### config.mk
export PLATFORM = sky130hd
export DESIGN_NAME = aml_name_string_parser_top
export DESIGN_NICKNAME = d
export VERILOG_FILES = /design/src/anp_pkg.sv /design/src/anp_front.sv /design/src/anp_back.sv /design/src/aml_name_string_parser_top.sv
export SDC_FILE = /design/constraint.sdc
export NUM_CORES = 1
export LEC_CHECK = 0
export ABC_AREA = 0
export BUFFER_PORTS_ARGS = -buffer_cell sky130_fd_sc_hd__buf_2
export CORE_UTILIZATION = 54
export CTS_CLUSTER_DIAMETER = 40
export DETAILED_ROUTE_END_ITERATION = 16
export PLACE_DENSITY = 0.85
export SLEW_MARGIN = 10
export SYNTH_ARGS = -nofsm -noshare
export SYNTH_HDL_FRONTEND = slang
export SYNTH_SLANG_ARGS = --single-unit
### constraint.sdc
create_clock -name clk -period 4.9 [get_ports clk]
set_input_delay 0 -clock clk [delete_from_list [all_inputs] [get_ports clk]]
set_output_delay 0 -clock clk [all_outputs]
set_load 0.02 [all_outputs]
### src/anp_pkg.sv
// Shared types and constants for the AML name string parser.
`timescale 1ns / 1ps
`default_nettype none
package anp_pkg;

	localparam logic [7:0] NULL_NAME_BYTE  = 8'h00;
	localparam logic [7:0] DUAL_NAME_BYTE  = 8'h2E;
	localparam logic [7:0] MULTI_NAME_BYTE = 8'h2F;
	localparam logic [7:0] ROOT_BYTE       = 8'h5C;
	localparam logic [7:0] PARENT_BYTE     = 8'h5E;

	localparam int TOK_DEPTH = 4;
	localparam int TOK_PTR_W = $clog2(TOK_DEPTH);
	localparam int TOK_CNT_W = $clog2(TOK_DEPTH + 1);

	localparam int RES_DEPTH = 2;
	localparam int RES_PTR_W = $clog2(RES_DEPTH);
	localparam int RES_CNT_W = $clog2(RES_DEPTH + 1);

	typedef enum logic [2:0] {
		KIND_ROOT,
		KIND_PARENT,
		KIND_DUAL,
		KIND_MULTI,
		KIND_NULL,
		KIND_LEAD,
		KIND_OTHER
	} tok_kind_t;

	typedef enum logic [1:0] {
		ST_OK,
		ST_BAD_CHAR,
		ST_TRUNC,
		ST_NOT_NAME
	} status_t;

	typedef struct packed {
		logic [7:0] data;
		logic       stream_end;
		tok_kind_t  kind;
		logic       is_lead;
		logic       is_segch;
	} tok_t;

	typedef struct packed {
		logic        root_flag;
		logic [7:0]  parent_count;
		logic [7:0]  segment_count;
		logic [7:0]  segment_index;
		logic [31:0] segment_chars;
		logic        has_segment;
		logic        segment_valid;
		logic        last_of_name;
		status_t     status;
	} res_t;

endpackage
`default_nettype wire

### src/anp_front.sv
// Front end: classifies each incoming byte and queues it for the parser.
`timescale 1ns / 1ps
`default_nettype none
module anp_front import anp_pkg::*; (
	input  wire logic       clk,
	input  wire logic       arst_n,
	input  wire logic       push,
	output logic            full,
	input  wire logic [7:0] data_byte,
	input  wire logic       stream_end,
	input  wire logic       tok_pop,
	output logic            tok_empty,
	output tok_t            tok
);

	tok_t                 tok_mem_q [TOK_DEPTH];
	logic [TOK_PTR_W-1:0] wr_ptr_q;
	logic [TOK_PTR_W-1:0] rd_ptr_q;
	logic [TOK_CNT_W-1:0] cnt_q;
	tok_t                 cls;
	logic                 wr_en;
	logic                 rd_en;
	logic                 lead;
	logic                 digit;

	always_comb begin
		lead  = ((data_byte >= 8'h41) && (data_byte <= 8'h5A)) || (data_byte == 8'h5F);
		digit = (data_byte >= 8'h30) && (data_byte <= 8'h39);
		cls.data       = data_byte;
		cls.stream_end = stream_end;
		cls.is_lead    = lead;
		cls.is_segch   = lead | digit;
		if (data_byte == ROOT_BYTE) begin
			cls.kind = KIND_ROOT;
		end else if (data_byte == PARENT_BYTE) begin
			cls.kind = KIND_PARENT;
		end else if (data_byte == DUAL_NAME_BYTE) begin
			cls.kind = KIND_DUAL;
		end else if (data_byte == MULTI_NAME_BYTE) begin
			cls.kind = KIND_MULTI;
		end else if (data_byte == NULL_NAME_BYTE) begin
			cls.kind = KIND_NULL;
		end else if (lead) begin
			cls.kind = KIND_LEAD;
		end else begin
			cls.kind = KIND_OTHER;
		end
	end

	assign full      = (cnt_q == TOK_CNT_W'(TOK_DEPTH));
	assign tok_empty = (cnt_q == '0);
	assign wr_en     = push & ~full;
	assign rd_en     = tok_pop & ~tok_empty;
	assign tok       = tok_mem_q[rd_ptr_q];

	always_ff @(posedge clk or negedge arst_n) begin
		if (!arst_n) begin
			wr_ptr_q <= '0;
			rd_ptr_q <= '0;
			cnt_q    <= '0;
		end else begin
			if (wr_en) begin
				wr_ptr_q <= wr_ptr_q + 1'b1;
			end
			if (rd_en) begin
				rd_ptr_q <= rd_ptr_q + 1'b1;
			end
			if (wr_en && !rd_en) begin
				cnt_q <= cnt_q + 1'b1;
			end else if (!wr_en && rd_en) begin
				cnt_q <= cnt_q - 1'b1;
			end
		end
	end

	always_ff @(posedge clk) begin
		if (wr_en) begin
			tok_mem_q[wr_ptr_q] <= cls;
		end
	end

endmodule
`default_nettype wire

### src/anp_back.sv
// Back end: name string state machine and result queue.
`timescale 1ns / 1ps
`default_nettype none
module anp_back import anp_pkg::*; (
	input  wire logic clk,
	input  wire logic arst_n,
	input  wire logic tok_empty,
	input  wire tok_t tok,
	output logic      tok_pop,
	output logic      empty,
	input  wire logic pop,
	output res_t      res
);

	typedef enum logic [2:0] {
		PH_IDLE,
		PH_ROOT,
		PH_PARENTS,
		PH_COUNT,
		PH_SEGS
	} phase_t;

	phase_t      phase_q, phase_d;
	logic        root_q, root_d;
	logic [7:0]  parents_q, parents_d;
	logic [7:0]  total_q, total_d;
	logic [7:0]  pos_q, pos_d;
	logic [1:0]  bis_q, bis_d;
	logic [23:0] partial_q, partial_d;
	logic        seg_ok_q, seg_ok_d;
	logic        bad_q, bad_d;

	res_t                 res_mem_q [RES_DEPTH];
	logic [RES_PTR_W-1:0] res_wr_ptr_q;
	logic [RES_PTR_W-1:0] res_rd_ptr_q;
	logic [RES_CNT_W-1:0] res_cnt_q;

	res_t res_new;
	logic emit;
	logic do_clear;
	logic do_count;
	logic seg_valid;
	logic seg_last;
	logic res_pop;
	logic res_space;
	logic fire;

	assign empty     = (res_cnt_q == '0);
	assign res_pop   = pop & ~empty;
	assign res_space = (res_cnt_q != RES_CNT_W'(RES_DEPTH)) | res_pop;
	assign fire      = ~tok_empty & res_space;
	assign tok_pop   = fire;
	assign res       = res_mem_q[res_rd_ptr_q];

	always_comb begin
		phase_d   = phase_q;
		root_d    = root_q;
		parents_d = parents_q;
		total_d   = total_q;
		pos_d     = pos_q;
		bis_d     = bis_q;
		partial_d = partial_q;
		seg_ok_d  = seg_ok_q;
		bad_d     = bad_q;
		emit      = 1'b0;
		do_clear  = 1'b0;
		do_count  = 1'b0;
		seg_valid = seg_ok_q & tok.is_segch;
		seg_last  = ({1'b0, pos_q} + 9'd1) >= {1'b0, total_q};

		res_new.root_flag     = root_q;
		res_new.parent_count  = parents_q;
		res_new.segment_count = total_q;
		res_new.segment_index = pos_q;
		res_new.segment_chars = '0;
		res_new.has_segment   = 1'b0;
		res_new.segment_valid = 1'b0;
		res_new.last_of_name  = 1'b1;
		res_new.status        = ST_OK;

		if (tok.stream_end) begin
			if (phase_q != PH_IDLE) begin
				emit           = 1'b1;
				do_clear       = 1'b1;
				res_new.status = ST_TRUNC;
			end
		end else begin
			case (phase_q)
				PH_IDLE: begin
					case (tok.kind)
						KIND_ROOT: begin
							root_d  = 1'b1;
							phase_d = PH_ROOT;
						end
						KIND_PARENT: begin
							parents_d = 8'd1;
							phase_d   = PH_PARENTS;
						end
						KIND_OTHER: begin
							emit                  = 1'b1;
							do_clear              = 1'b1;
							res_new.root_flag     = 1'b0;
							res_new.parent_count  = '0;
							res_new.segment_count = '0;
							res_new.segment_index = '0;
							res_new.status        = ST_NOT_NAME;
						end
						default: begin
							do_count = 1'b1;
						end
					endcase
				end
				PH_ROOT: begin
					do_count = 1'b1;
				end
				PH_PARENTS: begin
					if (tok.kind == KIND_PARENT) begin
						if (parents_q != 8'hFF) begin
							parents_d = parents_q + 8'd1;
						end
					end else begin
						do_count = 1'b1;
					end
				end
				PH_COUNT: begin
					total_d = tok.data;
					if (tok.data == 8'h00) begin
						emit                  = 1'b1;
						do_clear              = 1'b1;
						res_new.segment_count = '0;
					end else begin
						phase_d = PH_SEGS;
					end
				end
				PH_SEGS: begin
					if (bis_q != 2'd3) begin
						case (bis_q)
							2'd0: partial_d[7:0] = tok.data;
							2'd1: partial_d[15:8] = tok.data;
							default: partial_d[23:16] = tok.data;
						endcase
						seg_ok_d = (bis_q == 2'd0) ? tok.is_lead : (seg_ok_q & tok.is_segch);
						bis_d    = bis_q + 2'd1;
					end else begin
						emit                  = 1'b1;
						res_new.has_segment   = 1'b1;
						res_new.segment_chars = {tok.data, partial_q};
						res_new.segment_valid = seg_valid;
						res_new.last_of_name  = seg_last;
						bad_d                 = bad_q | ~seg_valid;
						if (seg_last) begin
							do_clear       = 1'b1;
							res_new.status = (bad_q | ~seg_valid) ? ST_BAD_CHAR : ST_OK;
						end else begin
							pos_d = pos_q + 8'd1;
							bis_d = 2'd0;
						end
					end
				end
				default: begin
					do_clear = 1'b1;
				end
			endcase

			if (do_count) begin
				case (tok.kind)
					KIND_DUAL: begin
						total_d = 8'd2;
						phase_d = PH_SEGS;
					end
					KIND_MULTI: begin
						phase_d = PH_COUNT;
					end
					KIND_NULL: begin
						emit                  = 1'b1;
						do_clear              = 1'b1;
						res_new.segment_count = '0;
					end
					default: begin
						total_d        = 8'd1;
						phase_d        = PH_SEGS;
						partial_d[7:0] = tok.data;
						seg_ok_d       = tok.is_lead;
						bis_d          = 2'd1;
					end
				endcase
			end
		end

		if (do_clear) begin
			phase_d   = PH_IDLE;
			root_d    = 1'b0;
			parents_d = '0;
			total_d   = '0;
			pos_d     = '0;
			bis_d     = '0;
			partial_d = '0;
			seg_ok_d  = 1'b0;
			bad_d     = 1'b0;
		end
	end

	always_ff @(posedge clk or negedge arst_n) begin
		if (!arst_n) begin
			phase_q   <= PH_IDLE;
			root_q    <= 1'b0;
			parents_q <= '0;
			total_q   <= '0;
			pos_q     <= '0;
			bis_q     <= '0;
			partial_q <= '0;
			seg_ok_q  <= 1'b0;
			bad_q     <= 1'b0;
		end else if (fire) begin
			phase_q   <= phase_d;
			root_q    <= root_d;
			parents_q <= parents_d;
			total_q   <= total_d;
			pos_q     <= pos_d;
			bis_q     <= bis_d;
			partial_q <= partial_d;
			seg_ok_q  <= seg_ok_d;
			bad_q     <= bad_d;
		end
	end

	always_ff @(posedge clk or negedge arst_n) begin
		if (!arst_n) begin
			res_wr_ptr_q <= '0;
			res_rd_ptr_q <= '0;
			res_cnt_q    <= '0;
		end else begin
			if (fire && emit) begin
				res_wr_ptr_q <= res_wr_ptr_q + 1'b1;
			end
			if (res_pop) begin
				res_rd_ptr_q <= res_rd_ptr_q + 1'b1;
			end
			if ((fire && emit) && !res_pop) begin
				res_cnt_q <= res_cnt_q + 1'b1;
			end else if (!(fire && emit) && res_pop) begin
				res_cnt_q <= res_cnt_q - 1'b1;
			end
		end
	end

	always_ff @(posedge clk) begin
		if (fire && emit) begin
			res_mem_q[res_wr_ptr_q] <= res_new;
		end
	end

endmodule
`default_nettype wire

### src/aml_name_string_parser_top.sv
// Top level of the AML name string parser.
//
//   Channel   Direction  Handshake     Payload
//   input     in         push / full   data_byte, stream_end
//   result    out        empty / pop   root_flag ... status
//
// One byte is taken per cycle while full is low; the parser state machine
// handles one queued item per cycle while the result queue has room, so the
// sustained rate is one byte per clock. Each byte is registered in the byte
// queue; any result it yields is registered in the result queue when parsed.
// Reset clears both queues and the parser state; no clearing pass is needed.
// A stalled result side holds the two-entry result queue, and the four-entry
// byte queue then fills before full is raised.
`timescale 1ns / 1ps
`default_nettype none
module aml_name_string_parser_top import anp_pkg::*; (
	input  wire logic        clk,
	input  wire logic        arst_n,
	input  wire logic        push,
	output logic             full,
	input  wire logic [7:0]  data_byte,
	input  wire logic        stream_end,
	output logic             empty,
	input  wire logic        pop,
	output logic             root_flag,
	output logic [7:0]       parent_count,
	output logic [7:0]       segment_count,
	output logic [7:0]       segment_index,
	output logic [31:0]      segment_chars,
	output logic             has_segment,
	output logic             segment_valid,
	output logic             last_of_name,
	output logic [1:0]       status
);

	tok_t tok;
	logic tok_empty;
	logic tok_pop;
	res_t res;

	anp_front u_front (
		.clk        (clk),
		.arst_n     (arst_n),
		.push       (push),
		.full       (full),
		.data_byte  (data_byte),
		.stream_end (stream_end),
		.tok_pop    (tok_pop),
		.tok_empty  (tok_empty),
		.tok        (tok)
	);

	anp_back u_back (
		.clk       (clk),
		.arst_n    (arst_n),
		.tok_empty (tok_empty),
		.tok       (tok),
		.tok_pop   (tok_pop),
		.empty     (empty),
		.pop       (pop),
		.res       (res)
	);

	assign root_flag     = res.root_flag;
	assign parent_count  = res.parent_count;
	assign segment_count = res.segment_count;
	assign segment_index = res.segment_index;
	assign segment_chars = res.segment_chars;
	assign has_segment   = res.has_segment;
	assign segment_valid = res.segment_valid;
	assign last_of_name  = res.last_of_name;
	assign status        = res.status;

	a_status_final: assert property (@(posedge clk) disable iff (!arst_n)
		(!empty && (res.status != ST_OK)) |-> last_of_name)
		else $error("Nonzero status on an item that does not end the name.");

	a_no_seg_zero: assert property (@(posedge clk) disable iff (!arst_n)
		(!empty && !has_segment) |-> ((segment_chars == 32'h0) && !segment_valid))
		else $error("Item without a segment carries segment data.");

	a_bad_last: assert property (@(posedge clk) disable iff (!arst_n)
		(!empty && has_segment && !segment_valid && last_of_name)
		|-> (res.status == ST_BAD_CHAR))
		else $error("Final invalid segment does not report a bad character.");

	a_not_name: assert property (@(posedge clk) disable iff (!arst_n)
		(!empty && (res.status == ST_NOT_NAME))
		|-> (!root_flag && (parent_count == 8'h0) && (segment_count == 8'h0)))
		else $error("Not-a-name item carries name fields.");

endmodule
`default_nettype wire

==> summary.md <==
| Metric | Value |
|---|---|
| Max IR drop VDD | `314 µV` |
| Ys flop type | `edfxtp_1` |
| Leak pwr | `4.74 nW` |
| Vias/cell | `roughly 6` |
| Synthesized flop and latch total | `around 250` |
| Most common cell after layout, fill and taps aside | `edfxtp_1` |
| Vias in the first global route | `6,607` |
| Most used cell, CP | `ha_1` |
| Die area | `roughly 20,000 µm²` |
| Mapped cell area | `10,700 µm²` |
| Initial DRC count | `486` |
| CTS sink count | `roughly 250` |
| Slowest library cell on the worst path | `nor3_2` |
| # rows | `51` |
| Top post-synthesis cells by area | `edfxtp_1 51%, dfrtp_1 16%, mux2_2 6.6%` |
| TritonCTS clock tree | `done` |
| Worst path top cell family by delay | `compound AO/OA/AOI/OAI gates` |
| Buf/Inv on CP | `1` |
| DRT Pass-1 Iters | `5` |
| Final Max Tran Viols | `0` |
| Post-synth EDFFs | `180` |
| Crit share post-route | `about four fifths` |
| HP Class | `primary input to asynchronous set/reset pin` |
| Layout cells sized above 1 | `27.3%` |
| Setup-failing EPs final | `0` |
| Pwr/cell area | `approximately 710 nW/µm²` |
| Synth Warn # | `0` |
| Type of origin of the critical path | `flip-flop` |
| Relative slew slack | `between 20% and 30%` |
| Synthesized netlist cell count | `709` |
| Syn-to-layout area delta | `16.3%` |
| Data arrival, critical path | `4390 ps` |
| N_diodes | `0` |
| Least-Margin Pin Slew | `1080 ps` |
| Detailed-route via count | `between 6,000 and 7,000` |
| DIE HEIGHT | `143 µm` |
| Final HPWL DP | `13,700 µm` |
| Placed Area | `11,400 µm²` |
| Number of nets in the layout | `841` |
| Initial antenna violation count | `0` |
| Core Box Area | `between 15,000 and 20,000 µm²` |
| Gr ovfl total | `0` |
| Final instance area | `12,400 µm²` |
| Die width | `143 µm` |
| Post-layout min period | `3920 ps` |
| H-tree depth | `1` |
| I/O pin total | `77` |
| Routability congestion estimate | `0.926` |
| Layout Cells excl Fill | `1,095` |
| Post-Route WL | `21,100 µm` |
| Clk pin slew, worst setup/hold paths | `70 ps` |
| Fraction of synthesis flops using an asynchronous set or reset pin | `27.1%` |
| Synth cell types | `63` |
| Most frequent cells in the layout | `180 x edfxtp_1, 76 x buf_2, 66 x dfrtp_1` |
| Syn nets | `742` |
| Slowest stage delay, CP | `640 ps` |
| Count of final hold-check violations | `0` |
| Maximum root-to-sink buffer count | `3` |
| Yosys top cell by area | `edfxtp_1` |
| Critical-path cell list | `ha_1 -> nand3_1 -> xnor2_1 -> ha_1 -> a21o_1 -> a221o_1 -> a2111oi_0 -> buf_4 -> o211ai_2 -> nor3_2 -> a22o_1` |
| Req. time, crit path | `5360 ps` |
| CP endpoint kind | `flip-flop` |
| RSZ-0062 raised after global routing | `false` |
| CTS root buf | `clkbuf_16` |
| Total power | `8.78 mW` |
| Routed WL per cell | `slightly below 20 µm` |
| Max cap viols | `0` |
| Worst skew pair latency | `530 ps` |
| Crit-path max FO | `18` |
| FMAX | `255 MHz` |
| Starting density of the core | `between 50 and 60%` |
| Largest net degree at the start of global routing | `68` |
| Residual DRC | `0` |
| Share of the yosys chip area belonging to registers | `66.3%` |
| Share of the synthesized area in the top cell type | `between 50 and 60%` |
| ANT nets after route | `0` |
| Critical path type | `flip-flop to flip-flop` |
| IO Port Bufs | `76` |
| Post-CTS setup buffer count | `0` |
| Setup Skew | `11.1 ps` |
| GR Util All Layers | `21.6%` |
| CTS Buf Count | `29` |
| First-pass GRT wire length | `33,900 µm` |
| Setup TNS | `0 ps` |
| Avg Inst Size Synth | `15.1 µm²` |
| Status | `complete, no violations` |
| Placed insts | `1,030` |
==> final timing paths <==
path	slack, ps	to	startpoint	depth (start not counted)
max in group asynchronous	4040	u_back.res_rd_ptr_q	arst_n	3
max reg2reg	980	u_back.partial_q[10]	u_back.pos_q[0]	11
min	200	u_back.pos_q[7]	arst_n	3
min reg2reg	500	u_back.partial_q[7]	u_back.partial_q[7]	1
min in group clk	240	u_front.tok_mem_q[3][5]	stream_end	2
max	980	u_back.partial_q[10]	u_back.pos_q[0]	11
==> report_power, final <==
part | internal, mW | switching (mW) | total [mW]
clock | 1.18 | 0.863 | 2.04
combinational | 1.23 | 2.18 | 3.41
sequential | 3.04 | 0.288 | 3.33
total | 5.45 | 3.33 | 8.78
==> sequential cells by signal (all words and copies together), names as in the netlist, 2 cells and up <==
name / cells
u_back.pos_q: 8
u_back.total_q: 8
u_front.tok_mem_q: 56
u_front.rd_ptr_q: 2
u_back.parents_q: 8
u_back.partial_q: 24
u_back.res_cnt_q: 2
u_front.wr_ptr_q: 2
u_back.res_mem_q: 124
u_back.phase_q: 3
u_back.bis_q: 2
u_front.cnt_q: 3
==> cell families (layout without fill, tap and decap cells) <==
kind of cell / Yosys count / after routing / synth area share (%)
mux: 81 / 81 / 9.97
xor+xnor: 18 / 18 / 1.48
buf+inv: 47 / 168 / 1.90
fa+ha+maj: 20 / 20 / 2.41
flops: 247 / 247 / 66.3
compound gates: 120 / 120 / 8.73
simple gates: 176 / 176 / 9.23
==> stage by stage <==
stage / hold WS [ps] / utilization (%) / worst slack (ps)
detailed placement: 236 / 58.6 / 1120
global route: 260 / 64.0 / 675
global placement: 230 / 58.6 / 1310
CTS: 230 / 64.0 / 1050
finish: 203 / 64.0 / 975
floorplan: -296 / - / 764
==> timing repair <==
| item | 4_1_cts | 5_1_grt |
|---|---|---|
| gates resized for setup | 0 | 0 |
| hold buffers | 12 | 0 |
| hold endpoints to repair | 110 | 0 |
==> Yosys cell counts (4+ instances only) <==
cell / number
mux4_2: 14
edfxtp_1: 180
nand3_1: 15
a31oi_1: 6
a21o_1: 6
dfrtp_1: 67
xnor2_1: 11
a21oi_1: 18
or3_1: 4
ha_1: 19
and3_1: 8
and2_1: 37
a22o_1: 36
buf_2: 6
mux2i_1: 4
a32o_1: 9
o21ai_0: 8
mux2_2: 63
inv_1: 19
nor3b_1: 6
xor2_1: 7
nand2_1: 22
nor2_1: 28
nor3_1: 9
nand2b_1: 5
nand4_1: 4
clkbuf_1: 16
o21ai_1: 6
o22ai_1: 5
o221ai_1: 5
nor2b_1: 23
==> cell type report <==
cell class	instances	area (µm²)
multi-input cells	415	3410
inverters	19	71.3
clock inverters	21	196
clock buffers	32	747
repair buffers	96	586
well taps	265	332
fillers	1377	6970
flip-flops and latches	247	7080
==> worst reg2reg max path, delay by kind of cell, from the launching register on <==
kind / cells / cell delay [ps]
simple gates: 2 / 810
xor+xnor: 1 / 260
fa+ha+maj: 2 / 590
buf+inv: 1 / 190
flops: 1 / 490
compound gates: 5 / 1540
==> routing by layer <==
metal / vias up / global-route usage, % / routed length [µm]
li1: 2933 / - / -
met1: 3254 / 27.8 / 8490
met2: 249 / 37.5 / 10800
met3: 50 / 3.22 / 1230
met4: 0 / 7.53 / 559
met5: - / 0 / 0
No activity file was read; power rests on OpenSTA's default activity.
